$ cat src/design/iox_fifo.sv
module iox_fifo #(
  parameter int unsigned W = 8
) (
  input  logic         clk_i,
  input  logic         rst_ni,
  input  logic         push_i,
  input  logic [W-1:0] wdata_i,
  output logic         full_o,
  input  logic         pop_i,
  output logic         empty_o,
  output logic [W-1:0] rdata_o
);

  logic [W-1:0] slot_q [2];
  logic         wp_q, wp_d, rp_q, rp_d;
  logic [1:0]   cnt_q, cnt_d;
  logic         do_push, do_pop;

  assign full_o  = (cnt_q == 2'd2);
  assign empty_o = (cnt_q == 2'd0);
  assign rdata_o = slot_q[rp_q];
  assign do_push = push_i && !full_o;
  assign do_pop  = pop_i && !empty_o;

  // pointer and fill count
  always_comb begin
    wp_d  = do_push ? !wp_q : wp_q;
    rp_d  = do_pop ? !rp_q : rp_q;
    cnt_d = cnt_q + {1'b0, do_push} - {1'b0, do_pop};
  end

  always_ff @(posedge clk_i or negedge rst_ni) begin
    if (!rst_ni) begin
      wp_q  <= 1'b0;
      rp_q  <= 1'b0;
      cnt_q <= 2'd0;
    end else begin
      wp_q  <= wp_d;
      rp_q  <= rp_d;
      cnt_q <= cnt_d;
    end
  end

  // storage
  always_ff @(posedge clk_i) begin
    if (do_push) begin
      slot_q[wp_q] <= wdata_i;
    end
  end

endmodule

$ cat config.mk
export PLATFORM = sky130hd
export DESIGN_NAME = iox_fifo
export DESIGN_NICKNAME = d
export VERILOG_FILES = /design/src/design/iox_fifo.sv
export SDC_FILE = /design/constraint.sdc
export NUM_CORES = 1
export LEC_CHECK = 0
export BUFFER_PORTS_ARGS = -buffer_cell sky130_fd_sc_hd__buf_4
export CORE_MARGIN = 4
export CORE_UTILIZATION = 44
export CTS_CLUSTER_DIAMETER = 30
export DETAILED_ROUTE_END_ITERATION = 12
export PLACE_DENSITY = 0.79
export SYNTH_ARGS = -nofsm -noshare
export SYNTH_HDL_FRONTEND = slang
export SYNTH_SLANG_ARGS = --single-unit
$ cat constraint.sdc
create_clock -name clk_i -period 1.65 [get_ports clk_i]
set_clock_uncertainty 0.15 [all_clocks]
set_input_delay 0.0825 -clock clk_i [delete_from_list [all_inputs] [get_ports clk_i]]
set_output_delay 0.0825 -clock clk_i [all_outputs]
set_load 0.01 [all_outputs]
==> impl_metrics.json <==
{
  "grt_usage": 0.1468,
  "die_x_um": 49.99,
  "p_leak_uw": 0.0005032,
  "area_growth_syn_to_layout_pct": 53.87,
  "clk_latency_ns": 0.29,
  "reg2reg_from": "cnt_q[0]",
  "dp.cells": 82,
  "synth_commonest_cells": "edfxtp_1, mux2_2, dfrtp_1, xnor2_1",
  "synth_largest_area_cell": "edfxtp_1",
  "r2r_cells": 7,
  "power_frac_seq": 0.426,
  "finalHoldViolations": 0,
  "power_switching_uw": 604.1,
  "setup_viol": 1,
  "htree_levels": 1,
  "synthCells": 43,
  "hpwl_um": 939.8,
  "numCtsBuffers": 3,
  "synth_area_leaders": "edfxtp_1, dfrtp_1, mux2_2, xnor2_1, ha_1",
  "cap_violations": 0,
  "end_kind": "flop",
  "grt.overflow.total": 0,
  "ir_drop_uv": 1173,
  "critPathMaxFanout": 3,
  "critical_path.startpoint": "cnt_q[0]",
  "netlist_area_um2": 775.7,
  "slew_headroom": 0.8468,
  "final_net_count": 103,
  "period_needed_ns": 1.689,
  "fin_crit_sh": 1.024,
  "async_reset_ff_frac": 0.2000,
  "io_buffers": 21,
  "critical_path_class": "flop to flop",
  "grt_pass1_vias": 573,
  "ys_ff_latch": 20,
  "syn_nets": 57,
  "synth_cell_types": 13,
  "ios": 22,
  "power_frac_comb": 0.453,
  "clk_pin_slew_worst_paths_ns": 0.10,
  "power.internal_uw": 1339,
  "avgSynthCellArea_um2": 18.04,
  "fp.dieH_um": 49.99,
  "cts.path.max_buffers": 2,
  "gp_congestion": 0.7244,
  "cts_sinks": 20,
  "violations": "setup timing",
  "vias_per_cell": 4.894,
  "setup_slack_ns": -0.03929,
  "wirelength_um": 1593,
  "ant_nets": 0,
  "grt_pass1_wl_um": 2704,
  "drive_above_1_share": 0.6023,
  "setup_tns_ns": -0.03929,
  "worstMarginPinSlew_ns": 0.2297,
  "rsz0062_at_grt": "yes",
  "drtPass1Iterations": 2,
  "core-area_um2": 1577,
  "p_per_area_nw_per_um2": 1628,
  "start_util": 0.4921,
  "start_kind": "flop",
  "synth_edf_count": 16,
  "num-fill-cells": 108,
  "antenna_found_initial": 0,
  "diodes": 0,
  "drc": 0,
  "maxSlewViolCount": 0,
  "cts_root_buf": "clkbuf_4",
  "dieArea_um2": 2499,
  "num_vias": 509,
  "synth_most_common_cell": "edfxtp_1",
  "min-delay-start": "pop_i",
  "crit_end": "cnt_q[1]",
  "sw_frac_of_total": 0.3109,
  "clock_power_share": 0.121,
  "cts_tree": "done",
  "synth_top_area_frac": 0.6194,
  "ff2ff_setup_slack_ns": -0.04,
  "fp-row-count": 14,
  "synth_ff_type": "edfxtp_1",
  "status": "finished with violations",
  "ys_warn_count": 0,
  "critPathArrivalTime_ns": 1.72,
  "critPathRequiredTime_ns": 1.69,
  "first_iter_violations": 9,
  "hp-class": "input pin to flop",
  "fmax_mhz": 592.0,
  "stdcell_count": 104,
  "r2r-end": "cnt_q[1]",
  "wire_per_inst_um": 15.32,
  "grt_max_degree": 12,
  "synth-seq-area-share": 0.7484
}
-- through the flow --
stage | hold slack [ns] | setup WS (ns) | cell area, um2 | power [uW] | util
3_3_place_gp | -0.2683 | 0.05079 | 973.4 | 1435 | 0.6175
4_1_cts | 0.05191 | 0.0006746 | 1154 | 1827 | 0.7317
2_1_floorplan | -0.3631 | 0.01474 | 778.2 | 1165 | -
6_report | 0.07175 | -0.03929 | 1194 | 1943 | 0.7571
3_5_place_dp | -0.2677 | 0.01512 | 973.4 | 1466 | 0.6175
5_1_grt | 0.07610 | -0.1009 | 1194 | 2064 | 0.7571
-- state kept, by name (all words and copies together), names as in the netlist --
signal and flops:
slot_q 16, cnt_q 2, wp_q 1, rp_q 1
-- per-layer routing --
metal | up-vias | GRT usage | part of all wire
met5 | - | 0 | 0
met4 | 0 | 0.06912 | 0.017
met3 | 4 | 0.02711 | 0.037
met2 | 17 | 0.2565 | 0.54
met1 | 242 | 0.1705 | 0.40
li1 | 246 | - | -
-- worst max-delay path: stages (launching register included) --
cell and delay [ns]:
dfrtp_1 0.43, nand2b_4 0.17, nand2_2 0.06, ha_1 0.29, inv_2 0.04, ha_2 0.18, xnor2_2 0.13, xnor2_1 0.13
-- final cells by class --
type                    instances  area [um2]  area share
clock buffers                   4       26.28     0.02201
inverters                       2       7.507    0.006289
multi-input cells              20       214.0      0.1792
flip-flops and latches         20       581.8      0.4874
well taps                      16       20.02     0.01677
repair buffers                 42       344.1      0.2883
-- cells by family (layout without fill, tap and decap cells) --
group,Yosys count,after routing,synth area share
flops,20,20,0.7484
mux,8,8,0.1161
simple gates,6,6,0.04195
xor+xnor,4,4,0.04517
buf+inv,3,48,0.01613
fa+ha+maj,2,2,0.03225
-- worst min path at each step --
stage          cells after the start  endpoint  slack, ns
2_1_floorplan                      0  cnt_q[0]      -0.36
6_report                           4      rp_q       0.07
5_1_grt                            4      rp_q       0.08
4_1_cts                            4      rp_q       0.05
3_3_place_gp                       1      wp_q      -0.27
3_5_place_dp                       1      wp_q      -0.27
-- placed cells by master, fill, tap and decap left out --
master / n
nor2_4: 1
nor2b_2: 1
nor2_2: 1
buf_6: 1
dfrtp_1: 3
xnor2_1: 2
xnor2_2: 1
mux2_2: 8
buf_4: 31
inv_1: 1
nand2_2: 1
ha_1: 1
clkbuf_1: 1
dfrtp_2: 1
xor2_1: 1
nand2b_4: 1
dlygate4sd3_1: 10
inv_2: 1
and3_2: 1
edfxtp_1: 16
ha_2: 1
clkbuf_4: 3
-- repair_timing --
item,in CTS,in global routing
hold buffers,10,0
hold endpoints to repair,20,0
setup endpoints to repair,9,17
cloned,0,0
gates resized for setup,1,9
pin swaps,4,3
setup buffers,7,1
-- power by group through the flow --
| stage | logic [uW] | clock network (uW) | registers, uW |
|---|---|---|---|
| 6_report | 879 | 236 | 828 |
| 5_1_grt | 958 | 262 | 845 |
| 4_1_cts | 777 | 240 | 809 |
| 3_5_place_dp | 650 | 0 | 817 |
| 3_3_place_gp | 628 | 0 | 807 |
| 2_1_floorplan | 406 | 0 | 759 |
No activity file was read; power rests on OpenSTA's default activity.
