==> src/design/iox_pkg.sv <==
package iox_pkg;

  localparam int unsigned DefTableDepth = 64;
  localparam int unsigned DefContigBits = 16;
  localparam int unsigned DefCoordBits  = 32;
  localparam int unsigned IdBits        = 32;

  typedef enum logic [1:0] {
    OP_CLEAR  = 2'd0,
    OP_INSERT = 2'd1,
    OP_QUERY  = 2'd2,
    OP_NOP    = 2'd3
  } op_e;

  typedef enum logic [1:0] {
    STAT_OK     = 2'd0,
    STAT_BAD_IV = 2'd1,
    STAT_FULL   = 2'd2,
    STAT_Q_REV  = 2'd3
  } status_e;

  typedef enum logic [2:0] {
    S_IDLE,
    S_FIND,
    S_SHIFT,
    S_REB0,
    S_REB,
    S_QSCAN,
    S_RESP
  } bstate_e;

  // classification handed from front to back
  typedef struct packed {
    op_e  kind;
    logic bad_iv;   // start at or past end
    logic q_rev;    // start past end
    logic q_empty;  // start equal to end
  } cmd_flags_t;

  typedef struct packed {
    status_e           status;
    logic              hit;
    logic [IdBits-1:0] id;
    logic              last;
  } result_t;

endpackage

==> src/design/iox_front.sv <==
module iox_front #(
  parameter int unsigned CONTIG_BITS = iox_pkg::DefContigBits,
  parameter int unsigned COORD_BITS  = iox_pkg::DefCoordBits
) (
  input  logic [1:0]                opcode_i,
  input  logic [15:0]               contig_i,
  input  logic [31:0]               range_start_i,
  input  logic [31:0]               range_end_i,
  output iox_pkg::cmd_flags_t       flags_o,
  output logic [CONTIG_BITS-1:0]    contig_o,
  output logic [COORD_BITS-1:0]     start_o,
  output logic [COORD_BITS-1:0]     end_o
);
  import iox_pkg::*;

  // mask or widen the fixed port fields to the stored widths
  if (CONTIG_BITS >= 16) begin : g_cw
    assign contig_o = CONTIG_BITS'(contig_i);
  end else begin : g_cn
    assign contig_o = contig_i[CONTIG_BITS-1:0];
  end

  if (COORD_BITS >= 32) begin : g_xw
    assign start_o = COORD_BITS'(range_start_i);
    assign end_o   = COORD_BITS'(range_end_i);
  end else begin : g_xn
    assign start_o = range_start_i[COORD_BITS-1:0];
    assign end_o   = range_end_i[COORD_BITS-1:0];
  end

  // classify the operation and its interval
  always_comb begin
    flags_o.kind    = op_e'(opcode_i);
    flags_o.bad_iv  = (start_o >= end_o);
    flags_o.q_rev   = (start_o > end_o);
    flags_o.q_empty = (start_o == end_o);
  end

endmodule

==> config.mk <==
export PLATFORM = sky130hd
export DESIGN_NAME = iox_front
export DESIGN_NICKNAME = d
export VERILOG_FILES = /design/src/design/iox_pkg.sv /design/src/design/iox_front.sv
export SDC_FILE = /design/constraint.sdc
export NUM_CORES = 1
export LEC_CHECK = 0
export BUFFER_PORTS_ARGS = -buffer_cell sky130_fd_sc_hd__buf_2
export CAP_MARGIN = 20
export CORE_AREA = 2 2 65 67
export DETAILED_ROUTE_END_ITERATION = 10
export DIE_AREA = 0 0 67 69
export GPL_ROUTABILITY_DRIVEN = 0
export PLACE_DENSITY = 0.85
export SLEW_MARGIN = 20
export SYNTH_ARGS = -nofsm -noshare
export SYNTH_HDL_FRONTEND = slang
export SYNTH_SLANG_ARGS = --single-unit
==> constraint.sdc <==
create_clock -name vclk -period 2.4
set_input_delay 0.24 -clock vclk [all_inputs]
set_output_delay 0.24 -clock vclk [all_outputs]
set_load 0.05 [all_outputs]
==> impl_metrics.ini, run 1 <==
[status]
status = finished, final reports clean

[layout]
clock_buffers = 0
nNetsFinal = 361
seq_area_um2 = 0
antenna_cells = 0
seq_cells = 0
final_cell_area_um2 = 1590
drive_gt1_share_pct = 57.6
syn_to_final_growth_pct = 6.89

[yosys]
syn_area_um2 = 1490
syn_nets = 310
synth_top_area_share_pct = 41.3
synthMostInstantiatedCell = buf_4
synth.distinct_cells = 26
synth_common_cells = 82 x buf_4, 32 x ha_1, 32 x inv_1, 13 x a21oi_1, 6 x nand2_1
synthCells = 196
syn_area_per_cell_um2 = 7.60
ys_warn_count = 0
synth_top_area_cell = buf_4
synth.area.top_cells = buf_4 41%, ha_1 27%, inv_1 8.1%
seq_area_frac_synth_pct = 0

[floorplanning]
num_rows = 23
dieArea_um2 = 4620
io_pins = 167
core-area_um2 = 3910
die_h_um = 69
start_util_pct = 38.0
die_width_um = 67

[hold_path]
hold_path_end = contig_o[0]
whs_path_depth = 0
worstHoldStart = contig_i[0]
hp-class = primary input to output port

[pwr]
peakVddDrop_mv = 0.0928
swShare_pct = 71.2
p_int_uw = 135
p_leak_uw = 0.00106
p_switching_uw = 334
seqPwrFrac_pct = 0
clockPowerShare_pct = 0
power_frac_comb_pct = 100.0
power_per_cell_area_nw_per_um2 = 295
finalPower_uw = 469

[global_routing]
antenna_found_initial = 0
grt_pass1_vias = 1125
overflow = 0
track_usage_pct = 10.9
grt_max_degree = 5
grt_pass1_wl_um = 4330

[critical_path]
cp-end-kind = output port
arrival_ns = 1.89
path_max_fanout = 2
worstSetupPathType = primary input to output port
crit_path_start_kind = primary input
cp.required_ns = 2.16

[sta]
max_freq_mhz = 469
final-hold-violation-count = 0
fin_setup_tns_ns = 0
rsz0062_at_grt = false
fin_crit_ns = 2.13
tightest_slew_ns = 0.261
timing.final.crit_share_pct = 88.8
maxSlewViolCount = 0
setup_viol = 0
slew_headroom_pct = 82.5

[clock_tree]
ctsResizeCount = 0
cts_hold_buf = 0
cts_setup_buffers = 0

[job]
cap_violations = 0

[drt]
dr.pass1.iters = 4
drc = 0
first_iter_violations = 8
via_per_inst = 4.34
ant_nets = 0
vias = 1279
wl_per_cell_um = 9.60
drt-total-wl_um = 2830

[placed_design]
dpl_cell_area_um2 = 1590
port_buffers = 131
hpwlAfterDp_um = 2770
-- worst max-delay path, stage by stage --
cell and delay (ns):
buf_2 0.11, ha_1 0.30, a21oi_1 0.17, o21ai_1 0.08, a221o_1 0.37, o31ai_2 0.25, nand3b_1 0.13, buf_2 0.23
-- kinds of logic (layout without fill, tap and decap cells) --
logic type	count (synthesis)	in the layout	share of synthesized area, %
buffers and inverters	114	163	49.4
adder cells (fa/ha/maj)	32	32	26.9
AO/OA/AOI/OAI	25	25	11.3
AND/OR/NAND/NOR	25	25	12.4
-- layer usage --
metal,GRT usage (%),up-vias,wire (um)
li1,-,667,-
met1,12.6,540,1120
met2,21.9,70,1420
met3,0.653,2,283
met4,0.227,0,9
met5,0,-,0
-- cell usage in the layout, fill, tap and decap left out, types with 2 or more instances in the layout --
| cell type | netlist | final |
|---|---|---|
| nand3_1 | 3 | 3 |
| nand2_1 | 6 | 6 |
| nand4_2 | 2 | 2 |
| nand4_1 | 4 | 4 |
| o21ai_0 | 2 | 2 |
| a221o_1 | 2 | 2 |
| nor2_1 | 2 | 2 |
| inv_1 | 32 | 32 |
| a21oi_1 | 13 | 13 |
| a21o_1 | 2 | 2 |
| ha_1 | 32 | 32 |
| buf_2 | 0 | 131 |
-- through the flow --
| step | hold slack (ns) | std cells | setup slack (ns) | util (%) |
|---|---|---|---|---|
| after floorplan | 0.647 | 196 | 0.263 | - |
| after global placement | 0.480 | 295 | 0.283 | 40.7 |
| after detailed placement | 0.480 | 295 | 0.249 | 40.7 |
| after CTS | 0.480 | 295 | 0.250 | 40.7 |
| after global routing | 0.480 | 295 | 0.157 | 40.7 |
| final | 0.480 | 295 | 0.269 | 40.7 |
-- worst max path at each step --
stage,startpoint,end,slack [ns],depth (start not counted)
after floorplan,range_end_i[30],flags_o[2],0.26,6
after global placement,range_end_i[13],flags_o[1],0.28,9
after detailed placement,range_end_i[13],flags_o[1],0.25,9
after CTS,range_end_i[13],flags_o[1],0.25,9
after global routing,range_end_i[13],flags_o[1],0.16,9
final,range_start_i[5],flags_o[2],0.27,8
-- final cells by class --
type	count	area, um^2
timing repair buffer	131	656
tap	50	62.6
inverter	32	120
fill	410	2320
multi-input combinational	82	753
-- power groups by stage --
stage	Sequential (uW)	Clock (uW)	Combinational, uW
2_1_floorplan	0	0	492
5_1_grt	0	0	507
4_1_cts	0	0	476
3_3_place_gp	0	0	471
3_5_place_dp	0	0	474
6_report	0	0	469
(Power assumes the default switching activity.)
==> run 2: changes to the inputs <==
Settings changed: BUFFER_PORTS_ARGS -buffer_cell sky130_fd_sc_hd__buf_2 to unset, CORE_AREA 2 2 65 67 to 2 2 64 66, DIE_AREA 0 0 67 69 to 0 0 66 68, DONT_BUFFER_PORTS set to 1, PLACE_DENSITY 0.85 to unset.
==> impl_metrics.ini, run 2 (same netlist as run 1, synthesis figures left out) <==
[layout]
clock_buffers = 0
antenna_cells = 0
syn_to_final_growth_pct = -34.8
seq_area_um2 = 0
seq_cells = 0
fin_cells = 167
nNetsFinal = 233
drive_gt1_share_pct = 11.1
final_cell_mix = 32 x inv_1, 32 x ha_1, 13 x a21oi_1, 6 x nand2_1, 4 x nand4_1
fin_util_pct = 25.2

[sta]
slew_headroom_pct = 79.6
fin_setup_tns_ns = 0
tightest_slew_ns = 0.304
max_freq_mhz = 491
final-hold-violation-count = 0
setup_viol = 0
maxSlewViolCount = 0
fin_crit_ns = 2.04
rsz0062_at_grt = false
timing.final.crit_share_pct = 84.8

[clock_tree]
cts_hold_buf = 0
ctsResizeCount = 0
cts_setup_buffers = 0

[critical_path]
crit_end = flags_o[2]
path_max_fanout = 2
critical_path_buf_inv_count = 2
worstSetupPathType = primary input to output port
cp-end-kind = output port
path_cells = inv_1 > ha_1 > a21oi_1 > o21ai_1 > a221o_1 > o31ai_2 > nand3b_1 > buf_12
crit_path_start_kind = primary input
cp_num_cells = 8
critPathTopFamily = compound AO/OA/AOI/OAI gates
cp.required_ns = 2.16
cpPeakStageDelay_ns = 0.38
slowest_stage = a221o_1
cp-startpoint = range_end_i[5]
arrival_ns = 1.80

[drt]
vias = 867
first_iter_violations = 14
dr.pass1.iters = 2
drt-total-wl_um = 2150
ant_nets = 0
via_per_inst = 5.19
drc = 0
wl_per_cell_um = 12.9

[pwr]
p_leak_uw = 0.000557
clockPowerShare_pct = 0
p_int_uw = 69.0
p_switching_uw = 88.8
power_per_cell_area_nw_per_um2 = 163
peakVddDrop_mv = 0.0313
seqPwrFrac_pct = 0
power_frac_comb_pct = 100.0
swShare_pct = 56.3
finalPower_uw = 158

[floorplanning]
die_width_um = 66
io_pins = 167
num_rows = 23
dieArea_um2 = 4490
core-area_um2 = 3860
start_util_pct = 38.6
die_h_um = 68

[hold_path]
hp-class = primary input to output port

[job]
cap_violations = 0

[global_routing]
grt_pass1_vias = 815
overflow = 0
track_usage_pct = 8.84
grt_max_degree = 5
grt_pass1_wl_um = 3260
antenna_found_initial = 0

[placed_design]
hpwlAfterDp_um = 2050
port_buffers = 0
dpl.cell_count = 167

[status]
status = finished, final reports clean
## run 2: changes by cell type in the layout (fill, tap and decap cells not counted)
| cell | change |
|---|---|
| buf_2 | -131 |
| buf_4 | +2 |
| buf_12 | +1 |
## run 2: worst min-delay path by stage
stage,startpoint,to,cells past startpoint
global route,range_start_i[10],start_o[10],0
finish,contig_i[2],contig_o[2],0
floorplan,contig_i[0],contig_o[0],1
CTS,contig_i[15],contig_o[15],0
detailed placement,contig_i[15],contig_o[15],0
global placement,contig_i[15],contig_o[15],0
## run 2: final cells by class
| cell class | instances | area (um^2) |
|---|---|---|
| tap | 50 | 62.6 |
| inverter | 32 | 120 |
| timing repair buffer | 3 | 35.0 |
| fill | 457 | 2890 |
| multi-input combinational | 82 | 753 |
## run 2: power groups by stage
| stage | sequential (uW) | combinational [uW] | clock, uW |
|---|---|---|---|
| 5_1_grt | 0 | 183 | 0 |
| 3_3_place_gp | 0 | 158 | 0 |
| 2_1_floorplan | 0 | 492 | 0 |
| 4_1_cts | 0 | 161 | 0 |
| 6_report | 0 | 158 | 0 |
| 3_5_place_dp | 0 | 160 | 0 |
## run 2: per-stage QoR
| step | setup slack (ns) | area (um^2) | hold WS (ns) |
|---|---|---|---|
| 2_1_floorplan | 0.263 | 1490 | 0.647 |
| 3_3_place_gp | 0.368 | 971 | 0.480 |
| 3_5_place_dp | 0.346 | 971 | 0.480 |
| 4_1_cts | 0.345 | 971 | 0.480 |
| 5_1_grt | 0.217 | 971 | 0.480 |
| 6_report | 0.364 | 971 | 0.480 |
## run 2: routing by layer
metal	global-route usage, %	part of all wire (%)	vias to the layer above	wire, um
met1	9.38	37	382	790
met3	2.63	11	6	246
met5	0	0	-	0
li1	-	-	410	-
met2	17.2	50	69	1080
met4	2.04	1.4	0	31
